File: src/design/sdif_pkg.sv
`default_nettype none
package sdif_pkg;

   localparam int TABLE_DEPTH = 128;
   localparam int ADDR_W      = $clog2(TABLE_DEPTH);
   localparam int CNT_W       = ADDR_W + 1;
   localparam int SLOT_W      = 7;

   typedef enum logic [2:0] {
      ST_FOUND     = 3'd0,
      ST_UPDATED   = 3'd1,
      ST_INSERTED  = 3'd2,
      ST_NOT_FOUND = 3'd3,
      ST_FULL      = 3'd4,
      ST_ZERO_KEY  = 3'd5
   } status_type;

   typedef enum logic {
      REQ_FIND = 1'b0,
      REQ_ADD  = 1'b1
   } req_kind_type;

   localparam logic CSR_COUNT_TYPE  = 1'b0;
   localparam logic CSR_COUNT_FLAGS = 1'b1;

   typedef struct packed {
      logic [15:0] index;
      logic [7:0]  sub;
      logic [7:0]  flags;
      logic [7:0]  etype;
      logic [31:0] data;
   } entry_type;

   typedef enum logic [3:0] {
      S_IDLE,
      S_SCAN_RD,
      S_SCAN_CHK,
      S_DECIDE,
      S_SH_RD,
      S_SH_WR,
      S_INS_WR,
      S_CNT,
      S_CNT_RD,
      S_CNT_WR,
      S_OUT_RD,
      S_OUT
   } fsm_state_type;

   typedef struct packed {
      logic       accept;
      logic       scan_rd;
      logic       scan_chk;
      logic       scan_end_set;
      logic       set_status;
      status_type status_code;
      logic       set_have;
      logic       upd_wr;
      logic       shift_start_main;
      logic       shift_start_cnt;
      logic       shift_rd;
      logic       shift_wr;
      logic       ins_wr;
      logic       cnt_rd;
      logic       cnt_wr;
      logic       out_rd;
      logic       out_load;
   } dp_cmd_type;

   typedef struct packed {
      logic scan_end;
      logic p_hit;
      logic req_find;
      logic zero_key;
      logic full;
      logic sub_zero;
      logic match;
      logic has_cnt;
      logic shift_done;
      logic phase_cnt;
      logic rsp_free;
   } dp_sts_type;

endpackage
`default_nettype wire

File: src/design/sdif_ctrl.sv
`default_nettype none
module sdif_ctrl (
   input  wire                    clock,
   input  wire                    reset,
   input  wire                    req_tvalid,
   output logic                   req_tready,
   input  sdif_pkg::dp_sts_type   sts,
   output sdif_pkg::dp_cmd_type   cmd
);

   sdif_pkg::fsm_state_type state_ff, state_in;

   always_ff @(posedge clock) begin
      if (reset) state_ff <= sdif_pkg::S_IDLE;
      else       state_ff <= state_in;
   end

   always_comb begin
      state_in = state_ff;
      case (state_ff)
         sdif_pkg::S_IDLE:     if (req_tvalid) state_in = sdif_pkg::S_SCAN_RD;
         sdif_pkg::S_SCAN_RD:  state_in = sts.scan_end ? sdif_pkg::S_DECIDE : sdif_pkg::S_SCAN_CHK;
         sdif_pkg::S_SCAN_CHK: state_in = sts.p_hit ? sdif_pkg::S_DECIDE : sdif_pkg::S_SCAN_RD;
         sdif_pkg::S_DECIDE: begin
            if (sts.req_find)                  state_in = sts.match ? sdif_pkg::S_OUT_RD
                                                                    : sdif_pkg::S_OUT;
            else if (sts.zero_key || sts.full) state_in = sdif_pkg::S_OUT;
            else if (sts.match)                state_in = sdif_pkg::S_CNT;
            else                               state_in = sdif_pkg::S_SH_RD;
         end
         sdif_pkg::S_SH_RD:    state_in = sts.shift_done ? sdif_pkg::S_INS_WR : sdif_pkg::S_SH_WR;
         sdif_pkg::S_SH_WR:    state_in = sdif_pkg::S_SH_RD;
         sdif_pkg::S_INS_WR:   state_in = sts.phase_cnt ? sdif_pkg::S_OUT_RD : sdif_pkg::S_CNT;
         sdif_pkg::S_CNT: begin
            if (sts.sub_zero)     state_in = sdif_pkg::S_OUT_RD;
            else if (sts.has_cnt) state_in = sdif_pkg::S_CNT_RD;
            else                  state_in = sdif_pkg::S_SH_RD;
         end
         sdif_pkg::S_CNT_RD:   state_in = sdif_pkg::S_CNT_WR;
         sdif_pkg::S_CNT_WR:   state_in = sdif_pkg::S_OUT_RD;
         sdif_pkg::S_OUT_RD:   state_in = sdif_pkg::S_OUT;
         sdif_pkg::S_OUT:      if (sts.rsp_free) state_in = sdif_pkg::S_IDLE;
         default:              state_in = sdif_pkg::S_IDLE;
      endcase
   end

   always_comb begin
      cmd = '0;
      cmd.status_code = sdif_pkg::ST_FOUND;
      req_tready = (state_ff == sdif_pkg::S_IDLE);
      case (state_ff)
         sdif_pkg::S_IDLE:     cmd.accept = req_tvalid;
         sdif_pkg::S_SCAN_RD: begin
            cmd.scan_end_set = sts.scan_end;
            cmd.scan_rd      = !sts.scan_end;
         end
         sdif_pkg::S_SCAN_CHK: cmd.scan_chk = 1'b1;
         sdif_pkg::S_DECIDE: begin
            cmd.set_status = 1'b1;
            if (sts.req_find) begin
               cmd.status_code = sts.match ? sdif_pkg::ST_FOUND : sdif_pkg::ST_NOT_FOUND;
               cmd.set_have    = sts.match;
            end else if (sts.zero_key) begin
               cmd.status_code = sdif_pkg::ST_ZERO_KEY;
            end else if (sts.full) begin
               cmd.status_code = sdif_pkg::ST_FULL;
            end else if (sts.match) begin
               cmd.status_code = sdif_pkg::ST_UPDATED;
               cmd.set_have    = 1'b1;
               cmd.upd_wr      = 1'b1;
            end else begin
               cmd.status_code      = sdif_pkg::ST_INSERTED;
               cmd.set_have         = 1'b1;
               cmd.shift_start_main = 1'b1;
            end
         end
         sdif_pkg::S_SH_RD:    cmd.shift_rd = !sts.shift_done;
         sdif_pkg::S_SH_WR:    cmd.shift_wr = 1'b1;
         sdif_pkg::S_INS_WR:   cmd.ins_wr = 1'b1;
         sdif_pkg::S_CNT:      cmd.shift_start_cnt = !sts.sub_zero && !sts.has_cnt;
         sdif_pkg::S_CNT_RD:   cmd.cnt_rd = 1'b1;
         sdif_pkg::S_CNT_WR:   cmd.cnt_wr = 1'b1;
         sdif_pkg::S_OUT_RD:   cmd.out_rd = 1'b1;
         sdif_pkg::S_OUT:      cmd.out_load = sts.rsp_free;
         default:              cmd = '0;
      endcase
   end

endmodule
`default_nettype wire

File: config.mk
export PLATFORM = sky130hd
export DESIGN_NAME = sdif_ctrl
export DESIGN_NICKNAME = d
export VERILOG_FILES = /design/src/design/sdif_pkg.sv /design/src/design/sdif_ctrl.sv
export SDC_FILE = /design/constraint.sdc
export NUM_CORES = 1
export LEC_CHECK = 0
export BUFFER_PORTS_ARGS = -buffer_cell sky130_fd_sc_hd__buf_2
export CAP_MARGIN = 20
export CORE_AREA = 2 2 39 41
export DETAILED_ROUTE_END_ITERATION = 8
export DIE_AREA = 0 0 41 43
export PLACE_DENSITY = 0.8
export SLEW_MARGIN = 20
export SYNTH_ARGS = -nofsm -noshare
export SYNTH_HDL_FRONTEND = slang
export SYNTH_SLANG_ARGS = --single-unit
File: constraint.sdc
create_clock -name clock -period 3.25 [get_ports clock]
set_input_delay 0.325 -clock clock [delete_from_list [all_inputs] [get_ports clock]]
set_output_delay 0.325 -clock clock [all_outputs]
set_load 0.01 [all_outputs]
==> metrics.yaml <==
worst_setup_path:
  worst-setup-path-type: "reg2out"
  critPathMaxStageDelay_ns: 0.58
  timing.critical_path.arrival_ns: 1.57
  r2r_setup_slack_ns: 1.65
  endpoint_kind: "primary output"
  reg2reg_from: "state_ff[0]"
  worst-path-buf-inv: 2
  worst_setup_path_start_kind: "flip-flop"
  cp_cell_sequence: "and2_1, nand2_1, inv_2, o21ai_0, nor2_1, buf_2"
  required_ns: 2.92
  rr_endpoint: "state_ff[2]"
  worst_path_dominant_cell_family: "flip-flops"
  timing.reg2reg.worst_path_depth: 4
  worst_setup_path_startpoint: "state_ff[0]"
  worst_path_depth: 6
  crit_fanout: 15
  crit_path_top_delay_cell: "dfxtp_1"
  worst_setup_path_endpoint: "cmd[12]"
power_and_ir_drop:
  vdd_drop_max_uv: 376
  share_of_power_burned_in_registers_pct: 29.5
  power_density_mw_per_mm2: 527
  cell_internal_pwr_mw: 0.189
  clkPwrFrac_pct: 17.0
  static-leakage-power_nw: 0.342
  netSwitchingFraction_pct: 47.4
  pwr-share-comb_pct: 53.5
  switching_power_mw: 0.170
die:
  die_h_um: 43
  design.core.area_sq_mm: 0.00138
  die-width_um: 41
  die_area_sq_mm: 0.00176
  ioPinCount: 34
  initial_utilization_pct: 36.1
  site_rows: 14
timing:
  rsz_0062_raised_after_global_routing: "no"
  final_min_period_ns: 1.89
  worst_pin_slew_ns: 0.437
  relSlewSlack_pct: 70.8
  setup_tns_final_ns: 0
  finalSetupViolCount: 0
  number_of_max_slew_violations_in_the_final_report: 0
  final-hold-violation-count: 0
  finalClockSkew_ns: 0.00213
  max_clock_freq_ghz: 0.529
  period_share_pct: 58.2
logic_synthesis:
  synth.ff_latch_count: 4
  ys_top_cells_by_count: "12 x nor2_1, 8 x nand2_1, 7 x nor3_1, 5 x o21ai_0"
  postSynthCellCount: 80
  synth_sequential_area_ratio_pct: 16.0
  synth_async_sr_flop_share_pct: 0
  most_frequently_used_flop_master_after_synthesis: "dfxtp_1"
  ys.warnings.count: 0
  share_of_yosys_cell_area_claimed_by_the_top_area_cell_type_pct: 16.0
  post-synth-top-count-cell: "nor2_1"
  post_synth_num_cell_types: 31
  synth_nets: 94
  syn-mean-instance-area_sq_um: 6.24
  synth_edf_count: 0
  synth_top_area_cell: "dfxtp_1"
  netlist_top_cells_area: "dfxtp_1 16%, nor2_1 9.0%, nor3_1 7.0%"
  synth.cell_area_sq_um: 499
final_layout:
  final_nets: 127
  largest_reg_flops: 4
  syn2layout_area_growth_pct: 36.6
  final_area_sq_um: 682
  antenna-diode-count: 0
  post_route_cells_drive_above_1_share_pct: 34.2
  largest_register: "state_ff"
  fill_cells: 145
  multiInputGateArea_sq_um: 375
  layout.area.seq_sq_um: 80.1
  layout_top_registers: "state_ff: 4 flops"
clock_network:
  clock-sinks: 4
  tritoncts: "done"
  cts.hold.buffers_added: 0
  cts_max_level: 1
  cts_max_path_bufs: 2
  clock_root_cell: "clkbuf_4"
  postCtsSetupRepairBufs: 0
  clock_insertion_delay_worst_skew_ns: 0.24
  cts-resized-gates: 0
  clock_pin_slew_worst_setup_and_hold_paths_ns: 0.04
  numCtsBuffers: 3
flow_run:
  max-cap-violations: 0
place:
  port-buffer-count: 33
  hpwl_um: 1140
  area_of_placed_instances_sq_um: 659
  routabilityCongestion: 0.824
route:
  wirelength_um: 1440
  route.antenna.remaining_nets: 0
  drcViolationCount: 0
  dr.pass1.iters: 4
  vias: 668
  routedLengthMet1_um: 593
  first_iter_violations: 20
  routed-wl-met2_um: 734
  met3RoutedLength_um: 116
  wl_per_cell_um: 11.4
  vias_per_cell: 5.26
  maxUsedRoutingLayer: "met3"
global_route:
  first_pass_grt_wire_length_um: 2110
  grt_antenna_before_repair: 0
  grt-ovfl-total: 0
  vias_in_the_first_global_route: 560
  grt_start_max_net_pins: 16
  groute.usage.overall_pct: 16.9
min_path:
  worst_hold_path_type: "in2reg"
  hp_start: "reset"
run_status:
  run_status: "complete, no violations"
metal layers:
layer,global-route usage (%),up-vias
met3,6.28,0
met2,30.0,35
li1,-,349
met5,0,-
met1,18.3,284
met4,2.00,0
through the flow:
stage | hold WS (ns) | setup slack, ns | cells | power, mW | utilization, %
finish | 0.328 | 1.36 | 127 | 0.359 | 49.3
global placement | 0.561 | 1.62 | 124 | 0.294 | 47.6
floorplan | 0.394 | 1.65 | 80 | 0.235 | -
CTS | 0.322 | 1.36 | 127 | 0.362 | 49.3
global route | 0.322 | 1.17 | 127 | 0.393 | 49.3
detailed placement | 0.571 | 1.61 | 124 | 0.299 | 47.6
power groups by stage:
| stage | logic, mW | clock network [mW] | registers [mW] |
|---|---|---|---|
| 6_report | 0.192 | 0.0611 | 0.106 |
| 5_1_grt | 0.214 | 0.0686 | 0.110 |
| 4_1_cts | 0.193 | 0.0642 | 0.104 |
| 3_5_place_dp | 0.193 | 0 | 0.106 |
| 3_3_place_gp | 0.188 | 0 | 0.105 |
| 2_1_floorplan | 0.161 | 0 | 0.0743 |
logic make-up after synthesis:
logic type	synth area share (%)
AOI/OAI and AO/OA	31.3
buffers and inverters	8.77
DFF	16.0
and+or+nand+nor	43.9
layout by cell type (no fill, tap or decap), types with 3 or more instances in the layout:
cell type,instances
a21oi_1,3
inv_1,3
nor2_1,12
clkbuf_4,3
a211oi_1,4
nand2_1,8
buf_2,33
nor4_1,3
nor3_1,7
nand2b_1,4
dfxtp_1,4
o21ai_0,5
area by class of cell:
| type | count | share of cell area (%) |
|---|---|---|
| Clock buffer | 3 | 3.30 |
| Multi-Input combinational cell | 66 | 55.0 |
| Timing Repair Buffer | 33 | 24.2 |
| Inverter | 5 | 2.75 |
| Tap cell | 16 | 2.94 |
| Sequential cell | 4 | 11.7 |
worst reg2reg max path: stages, from the launching register on:
cell	delay, ns
dfxtp_1	0.58
nand2_1	0.24
or3_1	0.39
a21oi_1	0.18
o21ba_1	0.14
how the worst min path moves through the flow:
stage,to,cells past startpoint
2_1_floorplan,state_ff[3],1
3_3_place_gp,state_ff[3],2
3_5_place_dp,state_ff[3],2
4_1_cts,state_ff[3],2
5_1_grt,state_ff[3],2
6_report,state_ff[3],2
(Power assumes the default switching activity.)
